===== src/rtl/core/hsh_pkg.sv =====
package hsh_pkg;

	localparam logic [31:0] KEY_LOW_RST  = 32'h0102_0304;
	localparam logic [31:0] KEY_HIGH_RST = 32'hfffe_fdfc;
	localparam logic [31:0] INIT_XOR_V2  = 32'h6c79_6765;
	localparam logic [31:0] INIT_XOR_V3  = 32'h7465_6462;
	localparam logic [31:0] FINAL_XOR    = 32'h0000_00ff;

	// Register indexes, taken from paddr[2].
	localparam logic REG_KEY_LOW  = 1'b0;
	localparam logic REG_KEY_HIGH = 1'b1;

	typedef struct packed {
		logic [31:0] v0;
		logic [31:0] v1;
		logic [31:0] v2;
		logic [31:0] v3;
	} sip_state_t;

	// State after the last byte word, plus the closing word to absorb.
	typedef struct packed {
		sip_state_t  st;
		logic [31:0] m;
	} fin_word_t;

	function automatic sip_state_t sip_round(input sip_state_t s);
		logic [31:0] a;
		logic [31:0] b;
		logic [31:0] c;
		logic [31:0] d;
		sip_state_t  r;
		a = s.v0;
		b = s.v1;
		c = s.v2;
		d = s.v3;
		a = a + b;
		b = (b << 5) | (b >> 27);
		b = b ^ a;
		a = (a << 16) | (a >> 16);
		c = c + d;
		d = (d << 8) | (d >> 24);
		d = d ^ c;
		a = a + d;
		d = (d << 7) | (d >> 25);
		d = d ^ a;
		c = c + b;
		b = (b << 13) | (b >> 19);
		b = b ^ c;
		c = (c << 16) | (c >> 16);
		r.v0 = a;
		r.v1 = b;
		r.v2 = c;
		r.v3 = d;
		return r;
	endfunction

	function automatic sip_state_t sip_absorb(input sip_state_t s, input logic [31:0] m);
		sip_state_t t;
		t = s;
		t.v3 = t.v3 ^ m;
		t = sip_round(t);
		t.v0 = t.v0 ^ m;
		return t;
	endfunction

endpackage


===== src/rtl/core/hsh_apb.sv =====
module hsh_apb
	import hsh_pkg::*;
(
	input  logic        clk,
	input  logic        arst_n,
	input  logic        psel,
	input  logic        penable,
	input  logic        pwrite,
	input  logic [2:0]  paddr,
	input  logic [31:0] pwdata,
	output logic [31:0] prdata,
	output logic        pready,
	output logic [31:0] key_low,
	output logic [31:0] key_high
);

	logic        wr_en;
	logic [31:0] key_low_q;
	logic [31:0] key_high_q;

	assign pready = 1'b1;
	assign wr_en  = psel & penable & pwrite;

	always_ff @(posedge clk or negedge arst_n) begin
		if (!arst_n) begin
			key_low_q  <= KEY_LOW_RST;
			key_high_q <= KEY_HIGH_RST;
		end else if (wr_en) begin
			case (paddr[2])
				REG_KEY_LOW:  key_low_q  <= pwdata;
				REG_KEY_HIGH: key_high_q <= pwdata;
				default: ;
			endcase
		end
	end

	always_comb begin
		case (paddr[2])
			REG_KEY_LOW:  prdata = key_low_q;
			REG_KEY_HIGH: prdata = key_high_q;
			default:      prdata = '0;
		endcase
	end

	assign key_low  = key_low_q;
	assign key_high = key_high_q;

endmodule


===== src/rtl/core/hsh_absorb.sv =====
module hsh_absorb
	import hsh_pkg::*;
(
	input  logic        clk,
	input  logic        arst_n,
	input  logic        in_valid,
	output logic        in_stall,
	input  logic [7:0]  msg_byte,
	input  logic        byte_present,
	input  logic        end_of_message,
	input  logic [31:0] key_low,
	input  logic [31:0] key_high,
	output logic        fin_valid,
	input  logic        fin_ready,
	output fin_word_t   fin_word
);

	// Input register.
	logic       valid_s1;
	logic [7:0] byte_s1;
	logic       present_s1;
	logic       end_s1;

	// Message state carried from word to word.
	logic        active_q;
	sip_state_t  sip_q;
	logic [31:0] accum_q;
	logic [1:0]  lane_q;
	logic [7:0]  len_q;

	sip_state_t  key_st;
	sip_state_t  base_st;
	sip_state_t  mixed_st;
	logic [31:0] base_acc;
	logic [1:0]  base_lane;
	logic [7:0]  base_len;
	logic [31:0] acc_n;
	logic [31:0] acc_after;
	logic [1:0]  lane_n;
	logic [7:0]  len_n;
	logic        word_done;
	logic        consume;
	logic        live;

	assign consume  = valid_s1 & (~end_s1 | fin_ready);
	assign in_stall = valid_s1 & ~consume;
	assign live     = present_s1 | end_s1;

	always_ff @(posedge clk or negedge arst_n) begin
		if (!arst_n) begin
			valid_s1 <= 1'b0;
		end else if (!in_stall) begin
			valid_s1 <= in_valid;
		end
	end

	always_ff @(posedge clk) begin
		if (!in_stall) begin
			byte_s1    <= msg_byte;
			present_s1 <= byte_present;
			end_s1     <= end_of_message;
		end
	end

	always_comb begin
		key_st.v0 = key_low;
		key_st.v1 = key_high;
		key_st.v2 = key_low ^ INIT_XOR_V2;
		key_st.v3 = key_high ^ INIT_XOR_V3;

		// A new message starts from the key and an empty word.
		base_st   = active_q ? sip_q : key_st;
		base_acc  = active_q ? accum_q : '0;
		base_lane = active_q ? lane_q : '0;
		base_len  = active_q ? len_q : '0;

		acc_n     = base_acc;
		lane_n    = base_lane;
		len_n     = base_len;
		word_done = 1'b0;
		if (present_s1) begin
			acc_n     = base_acc | ({24'b0, byte_s1} << {base_lane, 3'b000});
			lane_n    = base_lane + 2'd1;
			len_n     = base_len + 8'd1;
			word_done = (base_lane == 2'd3);
		end

		mixed_st  = word_done ? sip_absorb(base_st, acc_n) : base_st;
		acc_after = word_done ? '0 : acc_n;

		fin_word.st = mixed_st;
		fin_word.m  = acc_after | {len_n, 24'b0};
	end

	assign fin_valid = valid_s1 & end_s1;

	always_ff @(posedge clk or negedge arst_n) begin
		if (!arst_n) begin
			active_q <= 1'b0;
		end else if (consume && live) begin
			active_q <= ~end_s1;
		end
	end

	always_ff @(posedge clk) begin
		if (consume && live) begin
			sip_q   <= mixed_st;
			accum_q <= acc_after;
			lane_q  <= lane_n;
			len_q   <= len_n;
		end
	end

endmodule


===== src/rtl/core/hsh_final.sv =====
module hsh_final
	import hsh_pkg::*;
(
	input  logic        clk,
	input  logic        arst_n,
	input  logic        fin_valid,
	output logic        fin_ready,
	input  fin_word_t   fin_word,
	output logic        out_valid,
	input  logic        out_stall,
	output logic [31:0] hash_value
);

	logic        valid_s1, valid_s2, valid_s3, valid_s4;
	fin_word_t   word_s1;
	sip_state_t  st_s2, st_s3, st_s4;
	logic        out_valid_q;
	logic [31:0] hash_q;

	logic        rdy_s2, rdy_s3, rdy_s4, rdy_out;
	sip_state_t  absorbed;
	sip_state_t  last_st;

	// A stage takes new data when it is empty or its content moves on.
	assign rdy_out   = ~out_valid_q | ~out_stall;
	assign rdy_s4    = ~valid_s4 | rdy_out;
	assign rdy_s3    = ~valid_s3 | rdy_s4;
	assign rdy_s2    = ~valid_s2 | rdy_s3;
	assign fin_ready = ~valid_s1 | rdy_s2;

	always_comb begin
		absorbed    = sip_absorb(word_s1.st, word_s1.m);
		absorbed.v2 = absorbed.v2 ^ FINAL_XOR;
		last_st     = sip_round(st_s4);
	end

	always_ff @(posedge clk or negedge arst_n) begin
		if (!arst_n) begin
			valid_s1    <= 1'b0;
			valid_s2    <= 1'b0;
			valid_s3    <= 1'b0;
			valid_s4    <= 1'b0;
			out_valid_q <= 1'b0;
		end else begin
			if (fin_ready) valid_s1    <= fin_valid;
			if (rdy_s2)    valid_s2    <= valid_s1;
			if (rdy_s3)    valid_s3    <= valid_s2;
			if (rdy_s4)    valid_s4    <= valid_s3;
			if (rdy_out)   out_valid_q <= valid_s4;
		end
	end

	always_ff @(posedge clk) begin
		if (fin_ready) word_s1 <= fin_word;
		if (rdy_s2)    st_s2   <= absorbed;
		if (rdy_s3)    st_s3   <= sip_round(st_s2);
		if (rdy_s4)    st_s4   <= sip_round(st_s3);
		if (rdy_out)   hash_q  <= last_st.v1 ^ last_st.v3;
	end

	assign out_valid  = out_valid_q;
	assign hash_value = hash_q;

endmodule


===== src/rtl/core/halfsiphash_1_3_engine_core.sv =====
// HalfSipHash-1-3 engine with a 32-bit result, keyed by two 32-bit words.
// The input channel (in_valid, in_stall) takes one word per cycle: a message
// byte with its byte_present flag and an end_of_message flag. A word with
// neither flag set is ignored; a word with only end_of_message set closes a
// message, which may be empty. Bytes are packed little-endian, and every
// fourth byte costs one SipRound in the message state register, so any byte
// stream is taken at one word per clock.
// The end of a message hands the state to a four-stage finalisation pipeline
// (closing word, then three rounds), one round per stage, so several hashes
// may be in flight and a new message can follow in the very next cycle.
// The hash is presented on the output channel (out_valid, out_stall) after
// the closing word has passed the input register, the four finalisation
// stages and the output register, at a sustained rate of one word per cycle
// while out_stall is low. When the receiver stalls, the result holds in the
// output register and the stages behind it fill up before in_stall rises.
// The keys are written over the APB port (key_low at 0x0, key_high at 0x4)
// and are sampled by the first word of each message. Reset empties the
// pipeline, drops any half-read message and restores the default keys.
module halfsiphash_1_3_engine_core
	import hsh_pkg::*;
(
	input  logic        clk,
	input  logic        arst_n,

	// configuration port
	input  logic        psel,
	input  logic        penable,
	input  logic        pwrite,
	input  logic [2:0]  paddr,
	input  logic [31:0] pwdata,
	output logic [31:0] prdata,
	output logic        pready,

	// byte channel
	input  logic        in_valid,
	output logic        in_stall,
	input  logic [7:0]  msg_byte,
	input  logic        byte_present,
	input  logic        end_of_message,

	// hash channel
	output logic        out_valid,
	input  logic        out_stall,
	output logic [31:0] hash_value
);

	logic [31:0] key_low;
	logic [31:0] key_high;
	logic        fin_valid;
	logic        fin_ready;
	fin_word_t   fin_word;

	// Key registers behind the APB port.
	hsh_apb u_apb (
		.clk      (clk),
		.arst_n   (arst_n),
		.psel     (psel),
		.penable  (penable),
		.pwrite   (pwrite),
		.paddr    (paddr),
		.pwdata   (pwdata),
		.prdata   (prdata),
		.pready   (pready),
		.key_low  (key_low),
		.key_high (key_high)
	);

	// Byte packing and the per-word round; this is the only feedback loop.
	hsh_absorb u_absorb (
		.clk            (clk),
		.arst_n         (arst_n),
		.in_valid       (in_valid),
		.in_stall       (in_stall),
		.msg_byte       (msg_byte),
		.byte_present   (byte_present),
		.end_of_message (end_of_message),
		.key_low        (key_low),
		.key_high       (key_high),
		.fin_valid      (fin_valid),
		.fin_ready      (fin_ready),
		.fin_word       (fin_word)
	);

	// Closing word, the final XOR and three rounds, then the output register.
	hsh_final u_final (
		.clk        (clk),
		.arst_n     (arst_n),
		.fin_valid  (fin_valid),
		.fin_ready  (fin_ready),
		.fin_word   (fin_word),
		.out_valid  (out_valid),
		.out_stall  (out_stall),
		.hash_value (hash_value)
	);

endmodule

===== config.mk =====
export PLATFORM = sky130hd
export DESIGN_NAME = halfsiphash_1_3_engine_core
export DESIGN_NICKNAME = d
export VERILOG_FILES = /design/src/rtl/core/hsh_pkg.sv /design/src/rtl/core/hsh_apb.sv /design/src/rtl/core/hsh_absorb.sv /design/src/rtl/core/hsh_final.sv /design/src/rtl/core/halfsiphash_1_3_engine_core.sv
export SDC_FILE = /design/constraint.sdc
export NUM_CORES = 2
export LEC_CHECK = 0
export ABC_AREA = 1
export BUFFER_PORTS_ARGS = -buffer_cell sky130_fd_sc_hd__buf_4
export CAP_MARGIN = 20
export CORE_ASPECT_RATIO = 1.25
export CORE_MARGIN = 4
export CORE_UTILIZATION = 41
export CTS_BUF_LIST = sky130_fd_sc_hd__clkbuf_4 sky130_fd_sc_hd__clkbuf_8
export DETAILED_ROUTE_END_ITERATION = 16
export HOLD_SLACK_MARGIN = 0.06
export PLACE_DENSITY = 0.53
export SYNTH_ARGS = -nofsm -noshare
export SYNTH_HDL_FRONTEND = slang
export SYNTH_SLANG_ARGS = --single-unit
export TNS_END_PERCENT = 1

===== constraint.sdc =====
create_clock -name clk -period 27.1 [get_ports clk]
set_clock_uncertainty 0.15 [all_clocks]
set_input_delay 2.71 -clock clk [delete_from_list [all_inputs] [get_ports clk]]
set_output_delay 2.71 -clock clk [all_outputs]
set_load 0.02 [all_outputs]

==> out/qor.txt <==
status: finished, final reports clean
RSZ-0062 raised after global routing: false
Ports: 119
Initial Util: 41.2%
pin count of the biggest net entering global routing: 80
met3 routed WL: 15.8 mm
Crit-path slowest cell: o21ai_0
dpl hpwl: 287 mm
Final Cell Area: 76,100 µm²
CP required: 27,510 ps
placed cell area: 72,900 µm²
CP max FO: 53
Post-Route WL: 330 mm
# port buffers: 115
clk_lat worst skew: 950 ps
H-tree depth: 4
clk root buf: clkbuf_8
antenna violations before repair: 12
Post-route DRC: 0
Vias/cell: 5.57
final slew viol count: 0
GRT Total Usage: 36.6%
Detailed Route Iter0 Violations: 5,645
MaxCap Viol Count: 0
normalized max-slew margin: 12.4%
CP arrival: 9420 ps
final hold vios: 0
Max Clock Freq: 111 MHz
cell row count: 168
share of the synthesized area in the top cell type: 32.8%
cell count after synthesis: 8,460
Worst Max-Slew Pin Slew: 1310 ps
Post-synth ARST share: 8.59%
global-route wire length before repair: 447 mm
Finish-stage setup viols: 0
post-cts gate resize count: 0
GPL Wtd Cong: 1.04
Synth warnings: 0
DR WL met2: 159 mm
Die Span X: 375 µm
Net Count, Synth: 9,151
DR top layer: met4
period utilisation layout: 33.2%
CP startpoint kind: register
routed len/inst: 29.9 µm
Worst-path clk slew: 60 ps
remaining antenna violation count: 0
utilization after layout: 45.4%
CTS Buf Count: 146
post-synthesis register bit count: 827
Final Net Count: 9,400
CP Class: reg -> reg
vias in the first global route: 59,700
core box area: 168,000 µm²
Fillers: 16,900
CTS Buffer Depth: 3
Seq/Total Area, Yosys: 35.5%
CTS sink cnt: 827
post-synth top area cell: edfxtp_1
crit end category: register
setup bufs post-CTS: 0
Die ar.: 175,000 µm²
most common cell in the netlist: nand2_1
Vias: 61,500
DRT met1 WL: 115 mm
post-synthesis average cell area: 8.17 µm²
number of library cell types mapped by synthesis: 75
ranking of synthesized cells by area: edfxtp_1, ha_1, nand2_1, xor2_1, a21oi_1
total global routing overflow: 0
Post-Syn Area: 69,200 µm²
top_reg_cell synth: edfxtp_1
crit-path max cell delay: 780 ps
share of layout cells above drive strength 1: 6.86%
1st-pass router iterations: 6
CTS tree: built
setup tns final: 0 ps
# hold bufs at CTS: 0
Crit path top cell by count: nand2_1
Min-Delay Path Class: reg -> reg
Syn-to-layout area delta: 10.0%
most frequent cells after synthesis: nand2_1, inv_1, xor2_1, edfxtp_1, a21oi_1
number of synthesized flops with an enable pin: 756
Die Ht: 467 µm
fin crit period: 9010 ps
-- sequential cells by signal, indices dropped and copies added, names as in the netlist, 2 cells and up --
register	cells
u_absorb.sip_q	128
u_final.st_s3	128
u_final.st_s2	128
u_absorb.len_q	8
u_absorb.lane_q	2
u_apb.key_low	32
u_final.hash_value	32
u_absorb.byte_s1	8
u_final.st_s4	128
u_final.word_s1	160
u_apb.key_high	32
u_absorb.accum_q	32
-- cell families after synthesis --
| kind of cell | synth area share (%) |
|---|---|
| simple gates | 18.6 |
| compound gates | 13.0 |
| xor+xnor | 15.1 |
| buf+inv | 6.00 |
| flops | 35.5 |
| fa+ha+maj | 11.8 |
| mux | 0.0434 |
| other cells | 0.00542 |
-- cell type report --
cell class	count	area (µm²)	share of cell area [%]
Tap cell	2210	2770	3.63
Multi-Input combinational cell	6545	40500	53.2
Sequential cell	827	24500	32.2
Clock buffer	180	2290	3.01
Timing Repair Buffer	184	1400	1.85
Antenna cell	7	17.5	0.0230
Clock inverter	80	774	1.02
Inverter	1005	3800	4.99
-- final timing paths --
| kind | start | end | slack (ps) | cells past startpoint |
|---|---|---|---|---|
| worst max-delay path | u_absorb.active_q | u_absorb.sip_q[123] | 18090 | 30 |
| worst min-delay path | u_final.valid_s2 | u_final.valid_s3 | 290 | 2 |
| worst max register to register | u_absorb.active_q | u_absorb.sip_q[123] | 18090 | 30 |
| worst min register to register | u_final.valid_s2 | u_final.valid_s3 | 290 | 2 |
| max in group asynchronous | arst_n | u_final.valid_s2 | 24030 | 2 |
| min in group asynchronous | arst_n | u_apb.key_low[21] | 1530 | 1 |
-- through the flow --
stage,setup slack [ps],hold slack [ps],cells
2_1_floorplan,7940,273,8460
3_3_place_gp,18210,284,10800
3_5_place_dp,18210,284,10800
4_1_cts,18180,298,11000
5_1_grt,17920,334,11000
6_report,18090,294,11000
-- placed cells by master (no fill, tap or decap), types with 25 or more instances in the layout --
master and n:
nand2_1 2011, inv_1 990, xor2_1 835, edfxtp_1 756, a21oi_1 747, ha_1 619
nor2_1 461, o21ai_0 455, nand3_1 328, xnor2_1 318, buf_4 181, clkbuf_8 150
nor3_1 83, o21ai_1 74, a31oi_1 73, nand4_1 63, or2_2 46, o21bai_1 41
a21o_1 39, dfrtp_1 37, nand2_2 34, dfstp_2 33, clkbuf_4 30, o21a_1 28
a21boi_0 27, clkinv_2 25
-- worst max-delay path: cells and delay by family (launching register included) --
family,cells,cell delay (ps)
AND/OR/NAND/NOR,11,1290
XOR/XNOR,1,640
adder cells (fa/ha/maj),2,630
flip-flops,1,730
AO/OA/AOI/OAI,13,3910
buffers and inverters,3,1150
-- per-layer routing --
| metal | up-vias | global-route usage, % |
|---|---|---|
| met5 | - | 0.0547 |
| met4 | 0 | 35.3 |
| met3 | 825 | 4.14 |
| met2 | 2362 | 63.7 |
| met1 | 29200 | 38.3 |
| li1 | 29100 | - |
Power is not shown: default switching activity piles up to over one toggle a cycle in this logic, so the estimate is an artifact.
